`config.mk`:
```
export PLATFORM = sky130hd
export DESIGN_NAME = prefixed_command_line_parser_unit
export DESIGN_NICKNAME = d
export VERILOG_FILES = /design/src/rtl/pclp_pkg.sv /design/src/rtl/pclp_front.sv /design/src/rtl/pclp_queue.sv /design/src/rtl/pclp_back.sv /design/src/rtl/prefixed_command_line_parser_unit.sv
export SDC_FILE = /design/constraint.sdc
export NUM_CORES = 1
export LEC_CHECK = 0
export BUFFER_PORTS_ARGS = -buffer_cell sky130_fd_sc_hd__buf_2
export CORE_MARGIN = 2
export CORE_UTILIZATION = 54
export CTS_CLUSTER_DIAMETER = 60
export DETAILED_ROUTE_END_ITERATION = 16
export GPL_ROUTABILITY_DRIVEN = 1
export PLACE_DENSITY = 0.78
export SETUP_SLACK_MARGIN = 0.1
export SLEW_MARGIN = 10
export SYNTH_ARGS = -nofsm -noshare
export SYNTH_HDL_FRONTEND = slang
export SYNTH_SLANG_ARGS = --single-unit
```
`constraint.sdc`:
```
create_clock -name aclk -period 3 [get_ports aclk]
set_input_delay 0.3 -clock aclk [delete_from_list [all_inputs] [get_ports aclk]]
set_output_delay 0.3 -clock aclk [all_outputs]
set_load 0.02 [all_outputs]
```
`src/rtl/pclp_pkg.sv`:
```
// Package with types, constants and helper functions of the command line parser.
package pclp_pkg;

    localparam int PREFIX_CHARS        = 2;
    localparam int MAX_DIGITS_PLUS_ONE = 6;
    localparam int LINE_SLOTS          = 18;

    localparam int HELD_W  = $clog2(LINE_SLOTS);
    localparam int DCNT_W  = $clog2(MAX_DIGITS_PLUS_ONE);
    localparam int CMD_ROWS = 13;
    localparam int ROW_W   = 4;

    localparam int QUEUE_DEPTH = 2;
    localparam int QPTR_W      = $clog2(QUEUE_DEPTH);
    localparam int QCNT_W      = $clog2(QUEUE_DEPTH + 1);

    localparam int IN_TDATA_W  = 8;
    localparam int OUT_TDATA_W = 24;

    localparam logic [15:0] PREFIX_RESET = 16'h2424;

    localparam logic [7:0] CHAR_NL    = 8'h0a;
    localparam logic [7:0] CHAR_CR    = 8'h0d;
    localparam logic [7:0] CHAR_ZERO  = 8'h30;
    localparam logic [7:0] CHAR_NINE  = 8'h39;
    localparam logic [7:0] CHAR_QUERY = 8'h3f;
    localparam logic [7:0] CHAR_NUL   = 8'h00;
    localparam logic [7:0] CASE_DIFF  = 8'h20;

    localparam logic [7:0] CMD_LETTERS [CMD_ROWS] = '{
        "h", "v", "r", "p", "d", "w", "s", "g", "l", "c", "n", "f", "q"
    };

    typedef enum logic [2:0] {
        OUT_COMMAND  = 3'd0,
        OUT_UNKNOWN  = 3'd1,
        OUT_PREFIX   = 3'd2,
        OUT_NONDIGIT = 3'd3,
        OUT_TOOLONG  = 3'd4,
        OUT_OVERFLOW = 3'd5
    } outcome_t;

    typedef enum logic [1:0] {
        FAULT_NONE     = 2'd0,
        FAULT_PREFIX   = 2'd1,
        FAULT_NONDIGIT = 2'd2,
        FAULT_TOOLONG  = 2'd3
    } fault_t;

    typedef enum logic {
        KIND_DATA    = 1'b0,
        KIND_NEWLINE = 1'b1
    } kind_t;

    typedef struct packed {
        kind_t            kind;
        logic [7:0]       data;
        logic             is_digit;
        logic [3:0]       digit;
        logic             cmd_hit;
        logic [ROW_W-1:0] cmd_row;
    } item_t;

    // Returns {hit, row}; the lowest matching row wins.
    function automatic logic [ROW_W:0] cmd_lookup(input logic [7:0] b);
        logic             hit;
        logic [ROW_W-1:0] row;
        hit = 1'b0;
        row = '0;
        for (int r = CMD_ROWS - 1; r >= 0; r--) begin
            if ((b == CMD_LETTERS[r])
                || ((r != CMD_ROWS - 1) && (b == (CMD_LETTERS[r] - CASE_DIFF)))
                || ((r == 0) && (b == CHAR_QUERY))
                || ((r != 0) && (r != CMD_ROWS - 1) && (b == CHAR_NUL))) begin
                hit = 1'b1;
                row = ROW_W'(r);
            end
        end
        return {hit, row};
    endfunction

    // Expected prefix character at a position; position zero reads the high byte, later positions read the low byte.
    function automatic logic [7:0] prefix_char(input logic [15:0] pfx,
                                               input logic [HELD_W-1:0] pos);
        int sh;
        sh = PREFIX_CHARS - 1 - int'(pos);
        if (sh >= 2) begin
            return 8'h00;
        end else if (sh == 1) begin
            return pfx[15:8];
        end else begin
            return pfx[7:0];
        end
    endfunction

endpackage

```
`src/rtl/pclp_front.sv`:
```
// Front end: accepts received bytes, drops carriage returns and classifies each byte.
module pclp_front (
    input  logic                 s_tvalid,
    output logic                 s_tready,
    input  logic [7:0]           s_tdata,   // [7:0] rx_byte
    input  logic                 q_full,
    output logic                 push,
    output pclp_pkg::item_t      push_item
);
    import pclp_pkg::*;

    logic [ROW_W:0] lookup;

    assign lookup   = cmd_lookup(s_tdata);
    assign s_tready = !q_full;
    assign push     = s_tvalid && !q_full && (s_tdata != CHAR_CR);

    always_comb begin
        push_item.kind     = (s_tdata == CHAR_NL) ? KIND_NEWLINE : KIND_DATA;
        push_item.data     = s_tdata;
        push_item.is_digit = (s_tdata >= CHAR_ZERO) && (s_tdata <= CHAR_NINE);
        push_item.digit    = 4'(s_tdata - CHAR_ZERO);
        push_item.cmd_hit  = lookup[ROW_W];
        push_item.cmd_row  = lookup[ROW_W-1:0];
    end

endmodule

```
`src/rtl/pclp_queue.sv`:
```
// Short queue of classified bytes between the front end and the line engine.
module pclp_queue (
    input  logic            aclk,
    input  logic            aresetn,
    input  logic            push,
    input  pclp_pkg::item_t push_item,
    output logic            full,
    input  logic            pop,
    output logic            q_valid,
    output pclp_pkg::item_t q_item
);
    import pclp_pkg::*;

    item_t             slot_reg [QUEUE_DEPTH];
    logic [QPTR_W-1:0] wr_ptr_reg, wr_ptr_next;
    logic [QPTR_W-1:0] rd_ptr_reg, rd_ptr_next;
    logic [QCNT_W-1:0] count_reg, count_next;

    assign full    = (count_reg == QCNT_W'(QUEUE_DEPTH));
    assign q_valid = (count_reg != '0);
    assign q_item  = slot_reg[rd_ptr_reg];

    always_comb begin
        wr_ptr_next = push ? wr_ptr_reg + 1'b1 : wr_ptr_reg;
        rd_ptr_next = pop ? rd_ptr_reg + 1'b1 : rd_ptr_reg;
        count_next  = count_reg + QCNT_W'(push) - QCNT_W'(pop);
    end

    always_ff @(posedge aclk) begin
        if (!aresetn) begin
            wr_ptr_reg <= '0;
            rd_ptr_reg <= '0;
            count_reg  <= '0;
        end else begin
            wr_ptr_reg <= wr_ptr_next;
            rd_ptr_reg <= rd_ptr_next;
            count_reg  <= count_next;
        end
    end

    always_ff @(posedge aclk) begin
        if (push) begin
            slot_reg[wr_ptr_reg] <= push_item;
        end
    end

endmodule

```
`src/rtl/pclp_back.sv`:
```
// Line engine: tracks the line state, builds results and holds them in the output register.
module pclp_back (
    input  logic                         aclk,
    input  logic                         aresetn,
    input  logic                         cfg_we,
    input  logic [15:0]                  cfg_wdata,
    input  logic                         q_valid,
    input  pclp_pkg::item_t              q_item,
    output logic                         pop,
    output logic                         m_tvalid,
    input  logic                         m_tready,
    output logic [pclp_pkg::OUT_TDATA_W-1:0] m_tdata
);
    import pclp_pkg::*;

    localparam logic [HELD_W-1:0] PC_H   = HELD_W'(PREFIX_CHARS);
    localparam logic [HELD_W-1:0] FULL_H = HELD_W'(LINE_SLOTS - 1);
    localparam logic [DCNT_W-1:0] DMAX   = DCNT_W'(MAX_DIGITS_PLUS_ONE - 1);

    logic [15:0]       prefix_reg;
    logic [HELD_W-1:0] held_reg, held_next;
    fault_t            fault_reg, fault_next;
    logic              cmd_hit_reg, cmd_hit_next;
    logic [ROW_W-1:0]  cmd_row_reg, cmd_row_next;
    logic [15:0]       value_reg, value_next;
    logic [DCNT_W-1:0] dcount_reg, dcount_next;

    logic              out_valid_reg, out_valid_next;
    outcome_t          out_outcome_reg;
    logic [ROW_W-1:0]  out_index_reg;
    logic [15:0]       out_arg_reg;

    logic              res_valid;
    outcome_t          res_outcome;
    logic [ROW_W-1:0]  res_index;
    logic [15:0]       res_arg;

    assign pop      = q_valid && (!out_valid_reg || m_tready);
    assign m_tvalid = out_valid_reg;
    assign m_tdata  = {1'b0, out_arg_reg, out_index_reg, out_outcome_reg};

    always_comb begin
        held_next    = held_reg;
        fault_next   = fault_reg;
        cmd_hit_next = cmd_hit_reg;
        cmd_row_next = cmd_row_reg;
        value_next   = value_reg;
        dcount_next  = dcount_reg;
        res_valid    = 1'b0;
        res_outcome  = OUT_COMMAND;
        res_index    = '0;
        res_arg      = '0;
        if (pop) begin
            if (q_item.kind == KIND_NEWLINE) begin
                held_next    = '0;
                fault_next   = FAULT_NONE;
                cmd_hit_next = 1'b0;
                cmd_row_next = '0;
                value_next   = '0;
                dcount_next  = '0;
                if (held_reg > PC_H) begin
                    res_valid = 1'b1;
                    case (fault_reg)
                        FAULT_PREFIX:   res_outcome = OUT_PREFIX;
                        FAULT_NONDIGIT: res_outcome = OUT_NONDIGIT;
                        FAULT_TOOLONG:  res_outcome = OUT_TOOLONG;
                        default: begin
                            if (cmd_hit_reg) begin
                                res_outcome = OUT_COMMAND;
                                res_index   = cmd_row_reg;
                                res_arg     = value_reg;
                            end else begin
                                res_outcome = OUT_UNKNOWN;
                            end
                        end
                    endcase
                end
            end else if (held_reg < FULL_H) begin
                held_next = held_reg + 1'b1;
                if (held_reg < PC_H) begin
                    if ((fault_reg == FAULT_NONE)
                        && (q_item.data != prefix_char(prefix_reg, held_reg))) begin
                        fault_next = FAULT_PREFIX;
                    end
                end else if (held_reg == PC_H) begin
                    cmd_hit_next = q_item.cmd_hit;
                    cmd_row_next = q_item.cmd_row;
                end else if (fault_reg == FAULT_NONE) begin
                    if (!q_item.is_digit) begin
                        fault_next = FAULT_NONDIGIT;
                    end else if (dcount_reg < DMAX) begin
                        value_next  = {value_reg[12:0], 3'b000} + {value_reg[14:0], 1'b0}
                                      + 16'(q_item.digit);
                        dcount_next = dcount_reg + 1'b1;
                    end else begin
                        fault_next = FAULT_TOOLONG;
                    end
                end
            end else begin
                res_valid   = 1'b1;
                res_outcome = OUT_OVERFLOW;
            end
        end
        out_valid_next = (out_valid_reg && !m_tready) || res_valid;
    end

    always_ff @(posedge aclk) begin
        if (!aresetn) begin
            prefix_reg    <= PREFIX_RESET;
            held_reg      <= '0;
            fault_reg     <= FAULT_NONE;
            cmd_hit_reg   <= 1'b0;
            cmd_row_reg   <= '0;
            value_reg     <= '0;
            dcount_reg    <= '0;
            out_valid_reg <= 1'b0;
        end else begin
            if (cfg_we) begin
                prefix_reg <= cfg_wdata;
            end
            held_reg      <= held_next;
            fault_reg     <= fault_next;
            cmd_hit_reg   <= cmd_hit_next;
            cmd_row_reg   <= cmd_row_next;
            value_reg     <= value_next;
            dcount_reg    <= dcount_next;
            out_valid_reg <= out_valid_next;
        end
    end

    always_ff @(posedge aclk) begin
        if (res_valid) begin
            out_outcome_reg <= res_outcome;
            out_index_reg   <= res_index;
            out_arg_reg     <= res_arg;
        end
    end

endmodule

```
`src/rtl/prefixed_command_line_parser_unit.sv`:
```
// Top level of the prefixed command line parser.
// Usage:
// Received bytes enter on the s_ stream channel, one byte per transaction in
// s_tdata. Carriage returns are dropped, a newline closes the line. Each line
// result leaves on the m_ stream channel: outcome, command index and argument.
// The prefix register is written through cfg_we and cfg_wdata; write it only
// while the block is idle, the block itself does not enforce this.
// A byte accepted on s_ is written into the two-entry queue, popped by the line
// engine when the output register is free or being read, and its result is
// registered in the output register that drives m_tvalid.
// Throughput is one byte per cycle while the receiver does not stall; the line
// engine updates its counters and the decimal accumulator (a shift-and-add by ten) for each byte.
// Reset clears the line state and the queue and loads the prefix "$$".
// When the receiver stalls, the result stays in the output register, the line
// engine stops popping, and s_tready falls once the queue holds two bytes.
module prefixed_command_line_parser_unit (
    input  logic                             aclk,
    input  logic                             aresetn,
    input  logic                             cfg_we,
    input  logic [15:0]                      cfg_wdata,
    input  logic                             s_tvalid,
    output logic                             s_tready,
    input  logic [pclp_pkg::IN_TDATA_W-1:0]  s_tdata,   // [7:0] rx_byte
    output logic                             m_tvalid,
    input  logic                             m_tready,
    output logic [pclp_pkg::OUT_TDATA_W-1:0] m_tdata    // [2:0] outcome, [6:3] command_index,
                                                        // [22:7] argument, [23] zero
);
    import pclp_pkg::*;

    logic  q_full;
    logic  push;
    item_t push_item;
    logic  pop;
    logic  q_valid;
    item_t q_item;

    pclp_front u_front (
        .s_tvalid  (s_tvalid),
        .s_tready  (s_tready),
        .s_tdata   (s_tdata),
        .q_full    (q_full),
        .push      (push),
        .push_item (push_item)
    );

    pclp_queue u_queue (
        .aclk      (aclk),
        .aresetn   (aresetn),
        .push      (push),
        .push_item (push_item),
        .full      (q_full),
        .pop       (pop),
        .q_valid   (q_valid),
        .q_item    (q_item)
    );

    pclp_back u_back (
        .aclk      (aclk),
        .aresetn   (aresetn),
        .cfg_we    (cfg_we),
        .cfg_wdata (cfg_wdata),
        .q_valid   (q_valid),
        .q_item    (q_item),
        .pop       (pop),
        .m_tvalid  (m_tvalid),
        .m_tready  (m_tready),
        .m_tdata   (m_tdata)
    );

endmodule

```
==> flow_summary.toml, run 1 <==
[final_layout]
final_nets = 663
area_delta_synth_final_pct = 14.1
antenna_cells = 0
flip_flop_count_of_the_largest_register_all_copies_and_words_added = 30
final_layout_size_suffix_gt1_frac = 0.207
fin_util = 0.624

[worst_setup_path]
r2r-end = "u_back.value_reg[10]"
startpoint_type = "flip-flop"
path_max_fanout = 4
timing.critical_path.arrival_ps = 3290
critical_path_endpoint_category = "flip-flop"
timing_worst_setup_path_type = "reg2reg"
worstPathRequired_ps = 3300
worstRegToRegCells = 12
reg2reg_slack_ps = 7

[min_path]
hold_sp = "cfg_wdata[10]"
timing.hold.worst_endpoint = "u_back.prefix_reg[10]"
hold_path.class = "in2reg"
whs_path_depth = 3

[run_status]
outcome = "completed"

[global_route]
overflow = 0
use_met1 = 0.253
largest_net_degree_at_the_start_of_global_routing = 30
grt_pass1_vias = 3999
grt_use_total = 0.208
antenna_violations_before_repair = 0
gr-max-usage-layer = "met2"
grt_pass1_wl_um = 18600
grt_util_met3 = 0.0340
global_route.usage.met2 = 0.365

[detailed_routing]
num_vias = 4140
ant_nets = 0
avgViaCountPerCell = 5.63
routed_wire_length_per_instance_um = 15.3
total_drc_errors_in_the_routed_layout = 0
firstDrtPassIters = 4
drt_iter0_drc = 183
route.final.wire_length_um = 11300

[clock_network]
cts_hold_buffers = 0
clock_tree_from_tritoncts = "yes"
cts_root_buf = "sky130_fd_sc_hd__clkbuf_8"
tritoncts.num_buffers = 9
h-tree-depth = 3
clock_path_buffers = 2
clock_latency_on_the_worst_skew_pair_ps = 380
clk_pin_slew_worst_paths_ps = 90
clock_sinks = 106

[yosys]
synthesis.instances = 534
synth_largest_type_area_fraction = 0.286
syn_avg_cell_area_um2 = 10.4
synth_top_cell_by_area = "sky130_fd_sc_hd__edfxtp_1"
async_reset_ff_frac = 0
synth.ff_latch_count = 106
yosys-top-cells-area = "sky130_fd_sc_hd__edfxtp_1 (29%), sky130_fd_sc_hd__dfxtp_1 (19%), sky130_fd_sc_hd__ha_1 (8.5%)"
mappedNetlistArea_um2 = 5570
synth_nets = 603
synth_enable_flop_cells = 53
yosys_warnings = 0
postSynth.topFlopCell = "sky130_fd_sc_hd__edfxtp_1"
synth_cell_types = 68
synth_seq_area_share = 0.476

[timing]
setup_slack_ps = 7.16
finalHoldViolCount = 0
maxSlewViolCount = 0
tightestPinTransition_ps = 729
final.min_clock_period_ps = 2990
rsz0062_at_grt = "true"
finalCritPeriodShare = 0.998
fmax_mhz = 334
relSlewSlack = 0.514
finalClockSkew_ps = 12.4
finalSetupViolCount = 0

[power_and_ir_drop]
vdd.ir_drop.worst_mv = 0.312
power_per_cell_area_nw_per_um2 = 637
static_leakage_power_nw = 2.54

[floorplanning]
std_cell_rows = 37
dieHeight_um = 106
dieArea_um2 = 11100
die_w_um = 106
floorplan.initialDensity = 0.547
pin_count = 55
fp.coreArea_um2 = 10200

[place]
io_buffer_count = 53
dpl_worst_slack_ps = -86.9
gp_congestion = 0.896
post-dp-hpwl_um = 8020

[flow_run]
max_cap_violation_count = 0
[timing repair]
action | CTS | global route
endpoints found under the setup margin | 5 | 10
pin swaps | 12 | 13
endpoints found under the hold margin | 0 | 0
setup buffers | 4 | 4
gates resized for setup | 8 | 8
[synthesized netlist by cell type, drive strengths merged, types with 2 or more instances]
master	instances
buf	9
dfxtp	53
and4	2
mux2i	33
nor2b	8
or3	7
a211oi	3
or4b	3
o31ai	2
a22oi	8
inv	22
fa	2
nor3	11
a2111oi	2
nor4	5
a21o	4
a211o	2
and3	6
xor2	7
nand2b	2
clkbuf	17
nor2	44
ha	38
o211ai	3
edfxtp	53
o2111ai	2
and2	25
nand4	6
nand2	41
nand3	19
mux2	4
o21bai	4
a21oi	36
xnor2	11
a21boi	2
o311ai	2
o21ai	16
o21a	5
[through the flow]
| step | setup TNS, ps | std cells | total power, W | area (um^2) | hold WS [ps] |
|---|---|---|---|---|---|
| 6_report | 0 | 735 | 0.00405 | 6360 | 145 |
| 5_1_grt | -316 | 735 | 0.00427 | 6360 | 165 |
| 4_1_cts | 0 | 731 | 0.00404 | 6290 | 133 |
| 3_5_place_dp | -252 | 711 | 0.00312 | 6040 | 444 |
| 3_3_place_gp | 0 | 711 | 0.00306 | 6040 | 437 |
| 2_1_floorplan | 0 | 534 | 0.00279 | 5620 | 399 |
[placed cells by master (no fill, tap or decap), drive strengths merged, types with 2 or more instances in the layout]
cell	synthesis	final
xnor2	11	11
o21a	5	5
a21o	4	4
nor3	11	11
clkbuf	17	14
xor2	7	7
ha	38	38
a2111oi	2	2
dfxtp	53	53
o311ai	2	2
or4b	3	3
o2111ai	2	2
nor2b	8	8
a211o	2	2
o211ai	3	3
edfxtp	53	53
o21ai	16	16
buf	9	75
nor2	44	44
nand3	19	19
nand2b	2	2
fa	2	2
and3	6	6
a21boi	2	2
a21oi	36	36
o31ai	2	2
and2	25	25
nor4	5	5
o21bai	4	4
or3	7	7
inv	22	22
mux2i	33	33
mux2	4	4
a22oi	8	8
nand4	6	6
and4	2	2
nand2	41	41
a211oi	3	3
[power by group]
group | switching (W) | internal (W)
Combinational | 0.000807 | 0.000569
Clock | 0.000452 | 0.000458
Sequential | 0.0000876 | 0.00168
[worst max-delay path, cell delays in order, from the launching register on]
cell,delay (ps)
sky130_fd_sc_hd__dfxtp_4,380
sky130_fd_sc_hd__mux2i_4,240
sky130_fd_sc_hd__inv_2,50
sky130_fd_sc_hd__fa_2,540
sky130_fd_sc_hd__inv_2,40
sky130_fd_sc_hd__fa_2,420
sky130_fd_sc_hd__nor2b_4,140
sky130_fd_sc_hd__o21ai_2,70
sky130_fd_sc_hd__a21boi_2,210
sky130_fd_sc_hd__o21a_1,190
sky130_fd_sc_hd__nor3_1,50
sky130_fd_sc_hd__or4b_1,460
sky130_fd_sc_hd__a21oi_1,130
[cell type report]
class	instances	area (um^2)
clock buffers	14	174
clock inverters	2	33.8
fillers	851	3830
inverters	22	82.6
multi-input cells	380	2790
flip-flops and latches	106	2660
well taps	136	170
repair buffers	75	447
[logic make-up (layout without fill, tap and decap cells)]
kind of cell	after synthesis	in the layout	synth area share
simple gates	183	183	0.168
mux	37	37	0.0687
xor+xnor	18	18	0.0283
other cells	1	1	0.000673
fa+ha+maj	40	40	0.0925
buf+inv	48	113	0.0388
compound gates	101	101	0.127
flops	106	106	0.476
[worst max path at each step]
stage / start / endpoint / slack, ps / cells after the start
6_report: flip-flop / u_back.value_reg[10] / 7 / 12
3_5_place_dp: flip-flop / u_back.value_reg[14] / -90 / 12
5_1_grt: flip-flop / u_back.value_reg[10] / -130 / 12
4_1_cts: flip-flop / u_back.value_reg[10] / 30 / 12
3_3_place_gp: flip-flop / u_back.value_reg[10] / 40 / 12
2_1_floorplan: flip-flop / u_back.value_reg[8] / 70 / 13
[per-layer routing]
metal,share of wire,vias to the layer above
met3,0.046,19
met1,0.42,1973
met5,0,-
li1,-,2042
met2,0.51,106
met4,0.022,0
Note: power is estimated with default switching activity, not from simulation.
==> run 2, diff against run 1 <==
--- a/config.mk
+++ b/config.mk
@@ -6,11 +6,11 @@
 export NUM_CORES = 1
 export LEC_CHECK = 0
 export BUFFER_PORTS_ARGS = -buffer_cell sky130_fd_sc_hd__buf_2
-export CORE_MARGIN = 2
 export CORE_UTILIZATION = 54
 export CTS_CLUSTER_DIAMETER = 60
 export DETAILED_ROUTE_END_ITERATION = 16
 export GPL_ROUTABILITY_DRIVEN = 1
+export HOLD_SLACK_MARGIN = 0.1
 export PLACE_DENSITY = 0.78
 export SETUP_SLACK_MARGIN = 0.1
 export SLEW_MARGIN = 10
==> run 2 against run 1 <==
Compared with the run above: routed wire length unchanged; non-clock buffer count unchanged; critical path depth up 1; global-route usage up 1.0 points; first-iteration DRC count down 4.9%; utilization up 1.3 points; die area down 3.8%; combinational power about the same; clock skew down 3.5 ps; hold slack worse by 7.5 ps; count of clock-buffer cells in the layout down 5; via count up 0.75%; critical path type unchanged; highest routed layer unchanged.
==> flow_summary.toml, run 2 (synthesized netlist as in run 1, its figures left out) <==
[clock_network]
clock_sinks = 106
h-tree-depth = 3
cts_root_buf = "sky130_fd_sc_hd__clkbuf_8"
clock_path_buffers = 2
cts_hold_buffers = 0
tritoncts.num_buffers = 9
clock_latency_on_the_worst_skew_pair_ps = 370
clock_tree_from_tritoncts = "yes"
clk_pin_slew_worst_paths_ps = 110

[timing]
final.min_clock_period_ps = 2950
tightestPinTransition_ps = 697
setup_slack_ps = 51.0
fin_tns_setup_ps = 0
rsz0062_at_grt = "true"
relSlewSlack = 0.535
fmax_mhz = 339
finalCritPeriodShare = 0.983
finalClockSkew_ps = 8.90
finalHoldViolCount = 0
hold_slack_ps = 138
finalSetupViolCount = 0
maxSlewViolCount = 0

[worst_setup_path]
timing.critical_path.arrival_ps = 3270
timing_worst_setup_path_type = "reg2reg"
path_max_fanout = 4
reg2reg_slack_ps = 50
worstPathRequired_ps = 3320
startpoint_type = "flip-flop"
r2r-end = "u_back.value_reg[8]"
critical_path_endpoint_category = "flip-flop"
worstRegToRegCells = 13

[final_layout]
final_cell_area_um2 = 6320
antenna_cells = 0
flip_flop_count_of_the_largest_register_all_copies_and_words_added = 30
final_layout_size_suffix_gt1_frac = 0.209
final_nets = 663
layout.cells.most_common_list = "sky130_fd_sc_hd__buf_2 (53), sky130_fd_sc_hd__edfxtp_1 (53), sky130_fd_sc_hd__dfxtp_1 (52)"
area_delta_synth_final_pct = 13.3

[power_and_ir_drop]
power_w = 0.00401
vdd.ir_drop.worst_mv = 0.396
seq_power_share = 0.441
power_per_cell_area_nw_per_um2 = 635
switching_share = 0.355
p_int_w = 0.00259
pwr-share-clk = 0.208
power.switching_w = 0.00142
static_leakage_power_nw = 2.52
combPwrFrac = 0.351

[global_route]
grt_pass1_vias = 3990
antenna_violations_before_repair = 0
overflow = 0
largest_net_degree_at_the_start_of_global_routing = 36
grt_pass1_wl_um = 18900
grt_use_total = 0.219

[detailed_routing]
route.final.wire_length_um = 11300
avgViaCountPerCell = 5.70
total_drc_errors_in_the_routed_layout = 0
drt_iter0_drc = 174
ant_nets = 0
routed_wire_length_per_instance_um = 15.4
num_vias = 4171
firstDrtPassIters = 8

[floorplanning]
die_w_um = 104
std_cell_rows = 36
pin_count = 55
dieHeight_um = 104
floorplan.initialDensity = 0.562
dieArea_um2 = 10700
fp.coreArea_um2 = 9910

[place]
dpl_worst_slack_ps = -111
io_buffer_count = 53
post-dp-hpwl_um = 8360
dpl_cell_area_um2 = 6060
gp_congestion = 0.867

[min_path]
hold_sp = "cfg_wdata[5]"
timing.hold.worst_endpoint = "u_back.prefix_reg[5]"
whs_path_depth = 3
hold_path.class = "in2reg"

[run_status]
outcome = "completed"

[flow_run]
max_cap_violation_count = 0
run 2: metrics by stage:
| stage | util | std cells |
|---|---|---|
| after global placement | 0.612 | 713 |
| after CTS | 0.633 | 730 |
| after floorplan | - | 534 |
| after detailed placement | 0.612 | 713 |
| after global routing | 0.637 | 732 |
| final | 0.637 | 732 |
run 2: cell type report:
type / instances / area [um^2]
clock inverter: 7 / 62.6
inverter: 22 / 82.6
tap: 133 / 166
sequential: 106 / 2660
multi-input combinational: 380 / 2790
fill: 805 / 3590
clock buffer: 9 / 124
timing repair buffer: 75 / 434
run 2: layer usage:
layer	routed length, um	GRT usage	share of wire
met5	0	0	0
met2	5530	0.370	0.49
met3	467	0.0403	0.041
met4	174	0.0787	0.015
met1	5090	0.279	0.45
run 2: worst max-delay path by stage:
stage	startpoint	endpoint	slack, ps	cells after the start
global route	flip-flop	u_back.value_reg[10]	-100	13
CTS	flip-flop	u_back.value_reg[10]	20	12
floorplan	flip-flop	u_back.value_reg[8]	70	13
detailed placement	flip-flop	u_back.value_reg[10]	-110	12
finish	flip-flop	u_back.value_reg[8]	50	13
global placement	flip-flop	u_back.value_reg[10]	20	12
run 2: worst max-delay path, cell delays in order, from the launching register on:
cell and delay [ps]:
sky130_fd_sc_hd__dfxtp_4 370, sky130_fd_sc_hd__buf_4 150, sky130_fd_sc_hd__mux2_4 320, sky130_fd_sc_hd__ha_4 290, sky130_fd_sc_hd__ha_4 130, sky130_fd_sc_hd__inv_1 50, sky130_fd_sc_hd__fa_2 360, sky130_fd_sc_hd__nor2b_4 140
sky130_fd_sc_hd__o21ai_2 90, sky130_fd_sc_hd__a21boi_4 190, sky130_fd_sc_hd__o21a_1 160, sky130_fd_sc_hd__nor3_1 40, sky130_fd_sc_hd__or4b_1 480, sky130_fd_sc_hd__a21oi_2 120
run 2: repair_timing:
| action | CTS | global route |
|---|---|---|
| buffers inserted | 1 | 2 |
| resized for setup | 6 | 6 |
| setup endpoints to repair | 5 | 7 |
| pin swaps | 5 | 11 |
run 2: power by group through the flow:
stage | combinational (W) | clock (W) | sequential [W]
finish | 0.00141 | 0.000833 | 0.00177
CTS | 0.00137 | 0.000843 | 0.00177
global route | 0.00152 | 0.000906 | 0.00178
global placement | 0.00132 | 0 | 0.00178
detailed placement | 0.00136 | 0 | 0.00180
floorplan | 0.00101 | 0 | 0.00178
